$ cat config.mk
export PLATFORM = sky130hd
export DESIGN_NAME = lzdc_ctrl
export DESIGN_NICKNAME = d
export VERILOG_FILES = /design/src/design/lzdc_pkg.sv /design/src/design/lzdc_ctrl.sv
export SDC_FILE = /design/constraint.sdc
export NUM_CORES = 1
export LEC_CHECK = 0
export ABC_AREA = 1
export ABC_CLOCK_PERIOD_IN_PS = 2700
export BUFFER_PORTS_ARGS = -buffer_cell sky130_fd_sc_hd__buf_2
export CORE_ASPECT_RATIO = 1.4
export CORE_MARGIN = 3
export CORE_UTILIZATION = 43
export DETAILED_ROUTE_END_ITERATION = 6
export PLACE_DENSITY = 0.61
export SLEW_MARGIN = 10
export SYNTH_ARGS = -nofsm -noshare
export SYNTH_HDL_FRONTEND = slang
export SYNTH_SLANG_ARGS = --single-unit
$ cat constraint.sdc
create_clock -name clk -period 2.7 [get_ports clk]
set_clock_uncertainty 0.05 [all_clocks]
set_input_delay 0.54 -clock clk [delete_from_list [all_inputs] [get_ports clk]]
set_output_delay 0.54 -clock clk [all_outputs]
set_load 0.02 [all_outputs]
$ cat src/design/lzdc_pkg.sv
// ----------------------------------------------------------------------------
// lzdc_pkg
// Shared constants and types for the LZSS window decompressor.
// ----------------------------------------------------------------------------
`default_nettype none

package lzdc_pkg;

    localparam int WINDOW_BYTES_DEF = 2048;
    localparam int BYTE_W           = 8;
    localparam int CFG_W            = 11;
    localparam int LEN_W            = 6;

    localparam logic [CFG_W-1:0] CFG_RESET     = 11'd2015;
    localparam logic [3:0]       FLAGS_PER_CTL = 4'd8;
    localparam logic [LEN_W-1:0] MIN_MATCH     = 6'd2;

    typedef struct packed {
        logic start_stream;
        logic hold_low;
        logic lit_write;
        logic copy_start;
        logic rd_issue;
        logic consume;
        logic consume_last;
    } lzdc_cmd_t;

    typedef struct packed {
        logic out_free;
    } lzdc_stat_t;

endpackage

`default_nettype wire

$ cat src/design/lzdc_ctrl.sv
// ----------------------------------------------------------------------------
// lzdc_ctrl
// Controller: decodes control flags and pairs, sequences match copies.
// ----------------------------------------------------------------------------
`default_nettype none

module lzdc_ctrl (
    input  wire logic                       clk,
    input  wire logic                       rst_n,
    input  wire logic                       s_axis_tvalid,
    output logic                            s_axis_tready,
    input  wire logic [lzdc_pkg::BYTE_W-1:0] byte_in,
    input  wire logic                       first_in,
    input  wire logic                       last_in,
    input  wire lzdc_pkg::lzdc_stat_t       stat,
    output lzdc_pkg::lzdc_cmd_t             cmd
);

    typedef enum logic {
        ST_IDLE,
        ST_COPY
    } state_t;

    state_t                          state_reg, state_next;
    logic [lzdc_pkg::BYTE_W-1:0]     ctl_bits_reg, ctl_bits_next;
    logic [3:0]                      ctl_left_reg, ctl_left_next;
    logic                            awaiting_reg, awaiting_next;
    logic [lzdc_pkg::LEN_W-1:0]      rem_reg, rem_next;
    logic                            rd_pending_reg, rd_pending_next;

    logic                            accept;
    logic [lzdc_pkg::BYTE_W-1:0]     ctl_eff;
    logic [3:0]                      left_eff;
    logic                            await_eff;

    assign s_axis_tready = (state_reg == ST_IDLE) && stat.out_free;
    assign accept        = s_axis_tvalid && s_axis_tready;
    assign ctl_eff       = first_in ? '0 : ctl_bits_reg;
    assign left_eff      = first_in ? '0 : ctl_left_reg;
    assign await_eff     = first_in ? 1'b0 : awaiting_reg;

    always_comb
    begin
        state_next      = state_reg;
        ctl_bits_next   = ctl_bits_reg;
        ctl_left_next   = ctl_left_reg;
        awaiting_next   = awaiting_reg;
        rem_next        = rem_reg;
        rd_pending_next = rd_pending_reg;
        cmd             = '0;

        case (state_reg)
            ST_IDLE:
            begin
                if (accept)
                begin
                    cmd.start_stream = first_in;
                    ctl_bits_next    = ctl_eff;
                    ctl_left_next    = left_eff;
                    awaiting_next    = await_eff;
                    if (left_eff == '0)
                    begin
                        ctl_bits_next = byte_in;
                        ctl_left_next = lzdc_pkg::FLAGS_PER_CTL;
                    end
                    else if (await_eff)
                    begin
                        cmd.copy_start  = 1'b1;
                        rem_next        = lzdc_pkg::LEN_W'(byte_in[4:0]) + lzdc_pkg::MIN_MATCH;
                        awaiting_next   = 1'b0;
                        ctl_bits_next   = ctl_eff >> 1;
                        ctl_left_next   = left_eff - 4'd1;
                        rd_pending_next = 1'b0;
                        state_next      = ST_COPY;
                    end
                    else if (ctl_eff[0])
                    begin
                        cmd.lit_write = 1'b1;
                        ctl_bits_next = ctl_eff >> 1;
                        ctl_left_next = left_eff - 4'd1;
                    end
                    else
                    begin
                        cmd.hold_low  = 1'b1;
                        awaiting_next = 1'b1;
                    end
                    if (last_in)
                    begin
                        awaiting_next = 1'b0;
                    end
                end
            end
            ST_COPY:
            begin
                cmd.consume      = rd_pending_reg && stat.out_free;
                cmd.consume_last = cmd.consume && (rem_reg == lzdc_pkg::LEN_W'(1));
                cmd.rd_issue     = (rem_reg > lzdc_pkg::LEN_W'(rd_pending_reg))
                                   && (!rd_pending_reg || cmd.consume);
                if (cmd.consume)
                begin
                    rem_next = rem_reg - lzdc_pkg::LEN_W'(1);
                    if (cmd.consume_last)
                    begin
                        state_next = ST_IDLE;
                    end
                end
                if (cmd.rd_issue)
                begin
                    rd_pending_next = 1'b1;
                end
                else if (cmd.consume)
                begin
                    rd_pending_next = 1'b0;
                end
            end
            default:
            begin
                state_next = ST_IDLE;
            end
        endcase
    end

    always_ff @(posedge clk or negedge rst_n)
    begin
        if (!rst_n)
        begin
            state_reg      <= ST_IDLE;
            ctl_bits_reg   <= '0;
            ctl_left_reg   <= '0;
            awaiting_reg   <= 1'b0;
            rem_reg        <= '0;
            rd_pending_reg <= 1'b0;
        end
        else
        begin
            state_reg      <= state_next;
            ctl_bits_reg   <= ctl_bits_next;
            ctl_left_reg   <= ctl_left_next;
            awaiting_reg   <= awaiting_next;
            rem_reg        <= rem_next;
            rd_pending_reg <= rd_pending_next;
        end
    end

endmodule

`default_nettype wire

# Yosys cells after proc, flatten, opt, wreduce, memory -nomap -nowiden
# Cells that the tools add are included.
# Widths: inputs -> output; s select.
word_totals:
  input_bits: 14
  ff_bits: 21
  word_cells: 64
  output_inout_bits: 8
op_classes:
  order_cmp: 1
  reduce_logical: 11
  n_eq_ne: 6
  n_mux: 36
  bitwise_logic: 1
  addsub: 3
op_table:
  columns: ["cell", "count"]
  rows:
  - ["$mux 8", 4]
  - ["$mux 4", 6]
  - ["$mux 6", 4]
  - ["$mux 1", 16]
  - ["$pmux 6 s2", 1]
  - ["$reduce_and 4->1", 2]
  - ["$add 5x2->6 const B", 1]
  - ["$eq 6x1->1 const B", 1]
  - ["$gt 6x1->1", 1]
  - ["$mux 3", 2]
  - ["$ne 2x2->1 const B", 3]
  - ["$sub 6x1->6 const B", 1]
  - ["$logic_and 1x1->1", 5]
  - ["$logic_not 4->1", 1]
  - ["$pmux 1 s2", 2]
  - ["$sub 4x1->4 const B", 1]
  - ["$ne 3x1->1 const B", 1]
  - ["$mux 2", 1]
  - ["$ne 2x1->1 const B", 1]
  - ["$reduce_and 2->1", 1]
  - ["$logic_not 1->1", 1]
  - ["$logic_or 1x1->1", 1]
  - ["$not 1->1", 1]

# Longest topological paths before layout
depth:
  ltp_word: 6
  mapped_depth: 10
  mapped_depth_nobuf: 8

# Worst setup path after synthesis
# OpenSTA, ideal clock, no wires.
synth_timing:
  kind: "input to output"
  startpoint: "input first_in"
  endpoint: "output cmd[4] (netlist bit)"
  path_buffers: 2
  t_arrival_ps: 1885
  required_ps: 2110
  path_stages: 8
  slack_ps: 225
  cell_sequence: "inv_4 nand2_1 ha_1 buf_2 nand3_4 buf_6 nand2_1 nor3_1"
synth_rtl:
  columns: ["item", "line", "text"]
  rows:
  - ["start: declaration", "lzdc_ctrl.sv:13", "input wire logic first_in,"]
  - ["end: declaration", "lzdc_ctrl.sv:16", "output lzdc_pkg::lzdc_cmd_t cmd"]

==> impl_results.md <==
* Latest clock arrival within the worst-skew pair at between 0.2 and 0.3 ns
* Post-synth top area cell: dfrtp_1
* Top-count cell post-synth: nand2_1
* VDD IR max at 0.000656 V
* Synth area leaders: dfrtp_1, nand2_1, nand3_1, inv_1, nor2_1
* Hold violation count in the final report at 0
* Critical Path Slowest Stage Cell: ha_1
* All-layer global routing usage at 0.175
* Sequential Power Share at 0.350
* Int Power at between 0.8 and 0.9 mW
* Remaining DRCs at 0
* Clock power frac at 0.122
* Hpwl dp at roughly 2600 um
* Syn. warnings at 0
* Fmax at ~400 MHz
* Relative slew margins at 0.673
* Met2 usage at 0.293
* Period utilization at 0.916
* Clock root cell: clkbuf_8
* Synth cell types at 30
* Slew Limit Fails at 0
* Flop2flop setup slack at between 0.9 and 1 ns
* TritonCTS clock tree: yes
* Worst EP arrival at approximately 1.9 ns
* Cell breakdown of the critical path: buf_2 > inv_4 > nand2_1 > ha_1 > nand3_4 > nand2_1 > nor3_1 > buf_2
* Clk sink count at 21
* Rows at 25
* Placer Congestion at 0.882
* Hold Crit Class: in -> async
* Mapped cell area at 0.00153 mm2
* Startpoint type of the worst setup path: input pin
* Post-CTS setup buffers at 0
* Tot Pwr at 1.73 mW
* Number of max-cap violations at 0
* Post-DR wirelength/cell at around 12 um
* Asr flop ratio synth at 1.00
* Final setup TNS at 0 ns
* TritonCTS Buffers at 3
* Quantity of gates resized following cts at 0
* Met3 global-route usage at 0.0237
* Remaining antenna violation count at 0
* RSZ-0062 raised after global routing: no
* Synthesis-stage register bit count at 21
* Initial DRC Count at 27
* Post-synth top flop: dfrtp_1
* WP data required at roughly 2.1 ns
* Number of nets in the layout at 252
* Global route total overflow at 0
* Setup violators final at 0
* Vias/cell at 5.11
* Antenna violations before repair at 0
* Status: finished clean
* Top Usage Layer GRT: met2
* Initial Util at 0.449
* Longest Clk Path Bufs at 2
* I/O pin count at 22
* Post-synth top area share at 0.343
* First-pass GRT wire length at 6090 um
* Via count at approximately 1400
* Worst setup path category: in -> out
* CTS Hold Buffers Added at 0
* Die Width at ~56 um
* Comb power frac at 0.528
* Pin slew with the least headroom to its limit at about 0.49 ns
* Post-synth net total at between 200 and 250
* # diodes at 0
* Max reg flops at 8
* Post-synth EDFFs at 0
* CP max stage delay at 0.33 ns
* Tmin final at 2.47 ns
* Met1 usage at 0.211
* Syn avg cell area at between 7 and 8 um2
* Switching Fraction at 0.483
* Net switching power figure at roughly 0.83 mW
* Number of port buffers at 21
* Total die area at roughly 0.0043 mm2
* H-tree depth at 1
* LEAKAGE at approximately 0.9 nW
* Total iterations of the first detailed-routing run at 4
* Syn-to-layout area delta at 9.40%
* Fraction of final layout cells sized beyond drive strength 1 at 0.211
* Die Y at approximately 77 um
* Largest net degree at the start of global routing at 22
* Synth top cells by count: nand2_1, inv_1, nand3_1
* Post-synthesis sequential area ratio at 0.343
* Vias in the first global route at approximately 1400
* Crit-path max FO at 9
* PD cells at between 1000 and 1500 mW/mm2
* Synth Instances at 213
* Final wirelength at roughly 3400 um
* Core ar. at between 0.003 and 0.004 mm2
* Setup crit end kind: output port
* Worst-path clk slew at roughly 0.08 ns
-- path summary, 6_finish.rpt --
path                                       from               to  cells after the start
worst min-delay path                      rst_n  ctl_left_reg[1]                      1
worst max register to register  ctl_left_reg[0]  ctl_bits_reg[1]                      8
worst max-delay path                   first_in           cmd[4]                      8
min in group clk                ctl_bits_reg[2]  ctl_bits_reg[2]                      2
max in group asynchronous                 rst_n       rem_reg[5]                      1
worst min register to register  ctl_bits_reg[2]  ctl_bits_reg[2]                      2
-- stage by stage --
step	util	setup WS [ns]	hold slack [ns]	cells	instance area, um2
CTS	0.491	0.230	0.197	272	1670
global placement	0.477	0.273	0.406	268	1630
detailed placement	0.477	0.229	0.410	268	1630
finish	0.491	0.227	0.182	272	1670
global route	0.491	0.0524	0.214	272	1670
floorplan	-	0.225	0.194	213	1530
-- routing by layer --
metal / routed length (um) / up-vias
met2: 1590 / 34
met1: 1550 / 627
met5: 0 / -
li1: - / 722
met3: 119 / 8
met4: 93 / 0
-- power groups by stage --
stage	Sequential (mW)	Combinational (mW)	Clock, mW
finish	0.605	0.912	0.211
global route	0.627	1.07	0.233
CTS	0.603	0.920	0.221
detailed placement	0.608	0.915	0
global placement	0.609	0.910	0
floorplan	0.553	0.813	0
-- worst max-delay path: cells and delay by family --
kind	cells	cell delay, ns
AND/OR/NAND/NOR	4	0.55
adder cells (fa/ha/maj)	1	0.33
buffers and inverters	3	0.45
-- layout make-up --
type                    instances  area [um2]
fillers                       368        1740
clock inverters                 1        5.00
flip-flops and latches         21         526
inverters                      28         110
repair buffers                 23         120
multi-input cells             156         822
well taps                      40        50.0
clock buffers                   3        41.3
-- placed cells by master, fill, tap and decap left out, types with 3 or more instances in the layout --
cell type  count
o21ai_1       12
nand2_1       56
buf_2         21
a21oi_1        3
clkbuf_8       3
o21ai_0        9
nor3_1         3
nor2_1        18
ha_1           5
inv_1         24
nand2_2        6
nand3_1       24
dfrtp_1       21
nand3_2        3
-- cell families (layout without fill, tap and decap cells) --
group                      after synthesis  after routing  share of synthesized area
and+or+nand+nor                        120            120                      0.379
buffers and inverters                   36             55                      0.119
AOI/OAI and AO/OA                       29             29                      0.105
DFF                                     21             21                      0.343
adders and majority gates                5              5                     0.0409
xor gates and xnor gates                 1              1                    0.00572
muxes                                    1              1                    0.00654
No activity file was read; power rests on OpenSTA's default activity.
